**src/design/int32_alu_with_fold_check_macros.svh**
```systemverilog
// Assertion macros used by the ALU top module
`ifndef INT32_ALU_WITH_FOLD_CHECK_MACROS_SVH
`define INT32_ALU_WITH_FOLD_CHECK_MACROS_SVH

// Property that holds at every clock edge outside reset
`define ALU_ASSERT(label, clk, rst_n, prop, msg) \
    label: assert property (@(posedge clk) disable iff (!rst_n) (prop)) else $error(msg);

// Implication whose consequent is checked in the cycle after the antecedent
`define ALU_ASSERT_NEXT(label, clk, rst_n, ante, cons, msg) \
    label: assert property (@(posedge clk) disable iff (!rst_n) (ante) |=> (cons)) \
        else $error(msg);

`endif

```
**src/design/i32alu_pkg.sv**
```systemverilog
package i32alu_pkg;

    localparam int unsigned DataWidth = 32;
    localparam int unsigned CmdWidth = 4;

    localparam logic [CmdWidth-1:0] CmdAdd = 4'd0;
    localparam logic [CmdWidth-1:0] CmdSub = 4'd1;
    localparam logic [CmdWidth-1:0] CmdMul = 4'd2;
    localparam logic [CmdWidth-1:0] CmdDiv = 4'd3;
    localparam logic [CmdWidth-1:0] CmdMod = 4'd4;
    localparam logic [CmdWidth-1:0] CmdEq  = 4'd5;
    localparam logic [CmdWidth-1:0] CmdNe  = 4'd6;
    localparam logic [CmdWidth-1:0] CmdLt  = 4'd7;
    localparam logic [CmdWidth-1:0] CmdGt  = 4'd8;
    localparam logic [CmdWidth-1:0] CmdLe  = 4'd9;
    localparam logic [CmdWidth-1:0] CmdGe  = 4'd10;
    localparam logic [CmdWidth-1:0] CmdAnd = 4'd11;
    localparam logic [CmdWidth-1:0] CmdOr  = 4'd12;
    localparam logic [CmdWidth-1:0] CmdXor = 4'd13;
    localparam logic [CmdWidth-1:0] CmdShl = 4'd14;
    localparam logic [CmdWidth-1:0] CmdShr = 4'd15;

    typedef struct packed {
        logic [CmdWidth-1:0]         command;
        logic signed [DataWidth-1:0] left_operand;
        logic signed [DataWidth-1:0] right_operand;
    } in_item_t;

    typedef struct packed {
        logic signed [DataWidth-1:0] value;
        logic                        folded;
    } out_item_t;

endpackage

```
**src/design/i32alu_front.sv**
```systemverilog
// Stage 1: decode, fast ops, product, operand magnitudes, sign and refusal flags.
module i32alu_front #(
    parameter int unsigned DATA_WIDTH = i32alu_pkg::DataWidth
) (
    input  logic                              clk,
    input  logic                              rst_n,
    input  logic                              en,
    input  logic                              in_valid,
    input  logic [i32alu_pkg::CmdWidth-1:0]   command,
    input  logic [DATA_WIDTH-1:0]             a,
    input  logic [DATA_WIDTH-1:0]             b,
    output logic                              out_valid,
    output logic [i32alu_pkg::CmdWidth-1:0]   cmd_q,
    output logic [DATA_WIDTH-1:0]             fast_q,
    output logic                              ok_q,
    output logic                              neg_q_q,
    output logic                              neg_r_q,
    output logic [DATA_WIDTH-1:0]             mag_a_q,
    output logic [DATA_WIDTH-1:0]             mag_b_q,
    output logic [DATA_WIDTH-1:0]             mul_q
);
    localparam int unsigned SHW = $clog2(DATA_WIDTH);

    logic                  vld_reg;
    logic [i32alu_pkg::CmdWidth-1:0] cmd_reg;
    logic [DATA_WIDTH-1:0] fast_reg, fast_next;
    logic                  ok_reg, ok_next;
    logic                  nq_reg, nr_reg;
    logic [DATA_WIDTH-1:0] ma_reg, mb_reg, mul_reg;
    logic                  lt, sh_bad, min_m1, b_zero;
    logic [SHW-1:0]        sh;

    always_comb
    begin
        lt      = $signed(a) < $signed(b);
        sh_bad  = b[DATA_WIDTH-1] || (b >= DATA_WIDTH'(DATA_WIDTH));
        sh      = b[SHW-1:0];
        b_zero  = (b == '0);
        min_m1  = (a == {1'b1, {(DATA_WIDTH-1){1'b0}}}) && (b == '1);
        ok_next = 1'b1;
        fast_next = '0;
        case (command)
            i32alu_pkg::CmdAdd: fast_next = a + b;
            i32alu_pkg::CmdSub: fast_next = a - b;
            i32alu_pkg::CmdMul: fast_next = '0;
            i32alu_pkg::CmdDiv: ok_next = !(b_zero || min_m1);
            i32alu_pkg::CmdMod: ok_next = !b_zero;
            i32alu_pkg::CmdEq:  fast_next = {{(DATA_WIDTH-1){1'b0}}, a == b};
            i32alu_pkg::CmdNe:  fast_next = {{(DATA_WIDTH-1){1'b0}}, a != b};
            i32alu_pkg::CmdLt:  fast_next = {{(DATA_WIDTH-1){1'b0}}, lt};
            i32alu_pkg::CmdGt:  fast_next = {{(DATA_WIDTH-1){1'b0}},
                                             $signed(b) < $signed(a)};
            i32alu_pkg::CmdLe:  fast_next = {{(DATA_WIDTH-1){1'b0}},
                                             !($signed(b) < $signed(a))};
            i32alu_pkg::CmdGe:  fast_next = {{(DATA_WIDTH-1){1'b0}}, !lt};
            i32alu_pkg::CmdAnd: fast_next = a & b;
            i32alu_pkg::CmdOr:  fast_next = a | b;
            i32alu_pkg::CmdXor: fast_next = a ^ b;
            i32alu_pkg::CmdShl:
            begin
                ok_next   = !sh_bad;
                fast_next = a << sh;
            end
            i32alu_pkg::CmdShr:
            begin
                ok_next   = !sh_bad;
                fast_next = $unsigned($signed(a) >>> sh);
            end
            default: fast_next = '0;
        endcase
    end

    always_ff @(posedge clk or negedge rst_n)
    begin
        if (!rst_n)
            vld_reg <= 1'b0;
        else if (en)
            vld_reg <= in_valid;
    end

    always_ff @(posedge clk)
    begin
        if (en)
        begin
            cmd_reg  <= command;
            fast_reg <= fast_next;
            ok_reg   <= ok_next;
            nq_reg   <= a[DATA_WIDTH-1] ^ b[DATA_WIDTH-1];
            nr_reg   <= a[DATA_WIDTH-1];
            ma_reg   <= a[DATA_WIDTH-1] ? (~a + 1'b1) : a;
            mb_reg   <= b[DATA_WIDTH-1] ? (~b + 1'b1) : b;
            mul_reg  <= a * b;
        end
    end

    assign out_valid = vld_reg;
    assign cmd_q     = cmd_reg;
    assign fast_q    = fast_reg;
    assign ok_q      = ok_reg;
    assign neg_q_q   = nq_reg;
    assign neg_r_q   = nr_reg;
    assign mag_a_q   = ma_reg;
    assign mag_b_q   = mb_reg;
    assign mul_q     = mul_reg;
endmodule
```
**config.mk**
```make
export PLATFORM = sky130hd
export DESIGN_NAME = i32alu_front
export DESIGN_NICKNAME = d
export VERILOG_FILES = /design/src/design/int32_alu_with_fold_check_macros.svh /design/src/design/i32alu_pkg.sv /design/src/design/i32alu_front.sv
export SDC_FILE = /design/constraint.sdc
export NUM_CORES = 2
export LEC_CHECK = 0
export ABC_AREA = 1
export BUFFER_PORTS_ARGS = -buffer_cell sky130_fd_sc_hd__buf_2
export CORE_MARGIN = 3
export CORE_UTILIZATION = 50
export DETAILED_ROUTE_END_ITERATION = 8
export GPL_TIMING_DRIVEN = 0
export PLACE_DENSITY = 0.68
export SLEW_MARGIN = 20
export SYNTH_ARGS = -nofsm -noshare
export SYNTH_HDL_FRONTEND = slang
export SYNTH_SLANG_ARGS = --single-unit
export TNS_END_PERCENT = 30
```
**constraint.sdc**
```tcl
create_clock -name clk -period 0.85 [get_ports clk]
set_input_delay 0.085 -clock clk [delete_from_list [all_inputs] [get_ports clk]]
set_output_delay 0.085 -clock clk [all_outputs]
set_load 0.05 [all_outputs]
```
# Word level (Yosys, flattened, before mapping)
# Cells that the tools add are included.
[totals] register_bits=136 latchBits=0 ram_bits=0 romBits=0 in_bits=72 out_inout_bits=136 elab_cells=60 n_memories=0
[classes] addsub=4 n_mul=1 n_div=0 order_cmp=3 eq_ne=18 n_shift=2 muxes=4 bitwise_logic=6 reduce_logical=11
[op_table] operator="32-bit one-hot mux with 13 select lines" count=1
[op_table] operator="32-bit by 1-bit adder with 32-bit output, second input constant" count=2
[op_table] operator="32-bit == test, second input constant" count=2
[op_table] operator="32-bit less-than comparator" count=2
[op_table] operator="32-bit NOT" count=2
[op_table] operator="31-bit two-way mux" count=2
[op_table] operator="32-bit adder" count=1
[op_table] operator="32-bit bitwise AND" count=1
[op_table] operator="32-bit == test" count=1
[op_table] operator="4-bit == test, second input constant" count=8
[op_table] operator="32-bit by 6-bit >= comparator with 1-bit output, second input constant" count=1
[op_table] operator="32-bit zero test" count=1
[op_table] operator="32-bit by 32-bit multiplier with 32-bit output" count=1
[op_table] operator="32-bit inequality test" count=1
[op_table] operator="32-bit bitwise OR" count=1
[op_table] operator="32-bit by 5-bit left shift with 32-bit output" count=1
[op_table] operator="32-bit by 5-bit >>> shifter with 32-bit output" count=1
[op_table] operator="32-bit subtractor" count=1
[op_table] operator="32-bit XOR" count=1
[op_table] operator="4-bit by 3-bit == test with 1-bit output, second input constant" count=4
[op_table] operator="1-bit zero test" count=5
[op_table] operator="4-bit by 1-bit == test with 1-bit output, second input constant" count=1
[op_table] operator="4-bit by 2-bit == test with 1-bit output, second input constant" count=1
[op_table] operator="4-bit zero test" count=1
[op_table] operator="5 further kinds" count=6

# Longest topological paths before layout
[depth] word_depth=5 ltp_mapped=34 ltp_nobuf=32

# Least setup slack after synthesis
# No wires, ideal clock.
[synth_path] path_type="in2reg" start="in b[3]" end="reg mul_reg[26] (netlist: mul_q[26]) (data pin)" setup_time_ps=258 arrival_time_ps=6430 required_ps=592 slack_ps=-5838 cell_stages=28 path_buffers=4 cell_sequence="buf_4 > buf_2 > clkbuf_1 > clkbuf_1 > nand2_1 > inv_1 > fa_1 > fa_1 > fa_1 > inv_1 > fa_1 > inv_1 > fa_1 > inv_1 > fa_1 > inv_1 > fa_1 > fa_1 > ha_1 > nand2_1 > inv_1 > nand2_1 > nor3_1 > nand4_1 > nand3_1 > a21o_1 > a21oi_1 > xnor2_1"
[synth_via] elab_chain_cells=1
[synth_rtl] item="start: declaration" line="i32alu_front.sv:11" source="input logic [DATA_WIDTH-1:0] b,"
[synth_rtl] item="32-bit by 32-bit multiplier with 32-bit output" line="i32alu_front.sv:92" source="mul_reg <= a * b;"
[synth_rtl] item="end signal: assignment" line="i32alu_front.sv:92"
[synth_rtl] item="end: declaration" line="i32alu_front.sv:29" source="logic [DATA_WIDTH-1:0] ma_reg, mb_reg, mul_reg;"
# Every way passes these cells.
# A chain may end at the register's enable or synchronous reset.

# Worst setup path after layout
[layout_path] start="in b[2]" end="reg mul_reg[31] (netlist: mul_q[31]) (data pin)"
# The elaborated chain is that of the path after synthesis.

==> out/results.txt <==
global route overflow = 0
final net count = 5777
ranking of synthesized cells by area = fa_1 (26%), nand2_1 (14%), edfxtp_1 (13%)
Routed WL = 165 mm
core area = 63300 sq um
Fillers = 5291
final instance area = 42200 sq um
CP max stage delay = 590 ps
dpl cell area = 35100 sq um
Seq/Total Area, Yosys = 12.7%
Longest Clk Path Bufs = 2
DIE WIDTH = 260 um
Max Transition Viols Final = 0
Synth Flop Type = edfxtp_1
number of max-cap violations = 0
CTS tree = yes
element type at the critical path end = register
drt drc = 0
Post-DRT Antenna Nets = 0
startpoint types = input pin
hold_buf cts = 10
I/O Buffers = 207
Worst-path clk slew = 70 ps
clk root buf = clkbuf_16
die outline area = 67400 sq um
EDFF count, synth = 135
# IOs = 208
CTS Buf Count = 17
Crit Path Category = in2reg
initial antenna violation count = 4
f_max = 160 MHz
Pwr Density = 4180 nW/um^2
synthesized area per cell = 7.06 sq um
Sink Count = 136
yosys warns = 0
Yosys top cell area share = 25.5%
RSZ-0062 raised after global routing = true
# rows = 92
Routed WL per cell = 28.0 um
Buffers & Inverters on Critical Path = 12
Syn Inst Count = 4555
Hold Slack = -6.53 ps
asr flop ratio synth = 0.735%
WP data required = 1120 ps
DR iter-0 viols = 4505
first-pass iteration count of the detailed router = 9
Total Power = 177 mW
layout cells sized above 1 = 27.3%
vias in the first global route = 34000
Worst path slowest cell = fa_2
count of cell types in the netlist = 63
dpl hpwl = 129 mm
#FFs+latches synth = 136
crit-path leading delay family = adder cells
setup ws final = -5390 ps
Yosys top cell by area = fa_1
leading cell type in the layout, fill and taps excluded = nand2_1
via count = 35100
routability cong. = 1.15
Cell Area, Synth = 32200 sq um
slew at the pin closest to its max-slew limit = 926 ps
crit-path max FO = 6
area delta synth->final = 31.3%
Static Leakage = 22.3 nW
Synthesized Nets = 5291
Starting Density = 50.8%
Max transition margin = 38.2%
Worst Hold Class = in2reg
Hold Violations, Final = 15
H-tree levels = 4
Die Ht = 260 um
Tmin final = 6240 ps
fin crit share = 735%
Via density = 5.95
first-pass GRT wire length = 229 mm
Clock Skew = 0 ps
GRT Total Usage = 47.8%
Worst Path Arrival = 6520 ps
worst skew pair latency = 510 ps
Max VDD drop = 7920 uV
outcome = finished, violations left
Final setup viols = 263
most frequent cells in the layout = nand2_1 (1132), inv_1 (907), fa_1 (372), buf_4 (241)
largest net degree at the start of global routing = 95
failing checks = negative hold slack, negative setup slack
kinds of logic (layout without fill, tap and decap cells):
family	count (synthesis)	in the layout	share of synthesized area [%]
compound gates	592	592	10.5
flops	136	136	12.7
other cells	0	2	0
simple gates	1804	1804	23.2
xor+xnor	87	87	2.37
mux	8	8	0.253
fa+ha+maj	664	664	35.4
buf+inv	1264	1763	15.6
sequential cells by signal, indices dropped and copies added (netlist names):
signal,flops
mag_a_q,32
out_valid,1
ok_q,1
neg_r_q,1
neg_q_q,1
fast_q,32
mul_q,32
mag_b_q,32
cmd_q,4
layout make-up:
class                   instances  area (sq um)  area share [%]
repair buffers                469          3590            8.51
clock buffers                  17           425            1.01
multi-input cells            3155         26200            62.1
flip-flops and latches        136          4080            9.66
inverters                    1045          4150            9.84
well taps                     846          1060            2.51
plain buffers                 217          2530            5.99
clock inverters                15           140           0.332
diodes                          2          5.00          0.0119
synthesized netlist by cell type (40+ instances only):
| cell | count |
|---|---|
| nand2_1 | 1236 |
| inv_1 | 1014 |
| fa_1 | 410 |
| ha_1 | 254 |
| nor2_1 | 220 |
| a21oi_1 | 218 |
| nand3_1 | 201 |
| o21ai_0 | 163 |
| edfxtp_1 | 135 |
| xor2_1 | 80 |
| clkbuf_1 | 76 |
| buf_2 | 68 |
| o21ai_1 | 65 |
| nand4_1 | 47 |
| buf_1 | 40 |
layer usage:
layer  vias up  global-route usage, %  routed length (um)
li1      14900                      -                   -
met1     16800                   56.2               56700
met2      2602                   74.1               71900
met3       830                   11.9               18400
met4         2                   39.2               18300
met5         -                      0                  13
stage by stage:
stage	setup TNS (ps)	setup slack, ps	utilization, %	hold WS (ps)	cells
2_1_floorplan	-201400	-5370	-	-211	4555
3_3_place_gp	-607920	-7380	55.4	-141	5608
3_5_place_dp	-381470	-7320	55.4	-139	5609
4_1_cts	-265600	-5360	61.2	-29.8	5750
5_1_grt	-273120	-5560	66.7	-3.07	5901
6_report	-265510	-5390	66.7	-6.53	5902
worst paths after layout:
kind                                start           to  slack, ps  cells past startpoint
worst max-delay path                 b[2]    mul_q[31]      -5390                     29
worst min-delay path                   en  mag_b_q[26]         -7                      1
min in group asynchronous           rst_n    out_valid        420                      3
max in group asynchronous           rst_n    out_valid        320                      3
worst max register to register  out_valid    out_valid        100                      1
worst min register to register  out_valid    out_valid        530                      1
repair_timing:
action                                 4_1_cts  5_1_grt
buffers inserted                            98      163
gates resized for setup                    624      661
pin swaps                                  122      214
setup endpoints to repair                  263      270
endpoints found under the hold margin       50        8
gates cloned                                 2        1
power by group:
| group | total [mW] | switching (mW) | internal [mW] |
|---|---|---|---|
| clock | 8.00 | 4.16 | 3.84 |
| sequential | 11.3 | 0.300 | 11.0 |
| combinational | 157 | 90.3 | 67.0 |
| total | 177 | 94.7 | 81.8 |
Power figures use the tool's default switching activity.
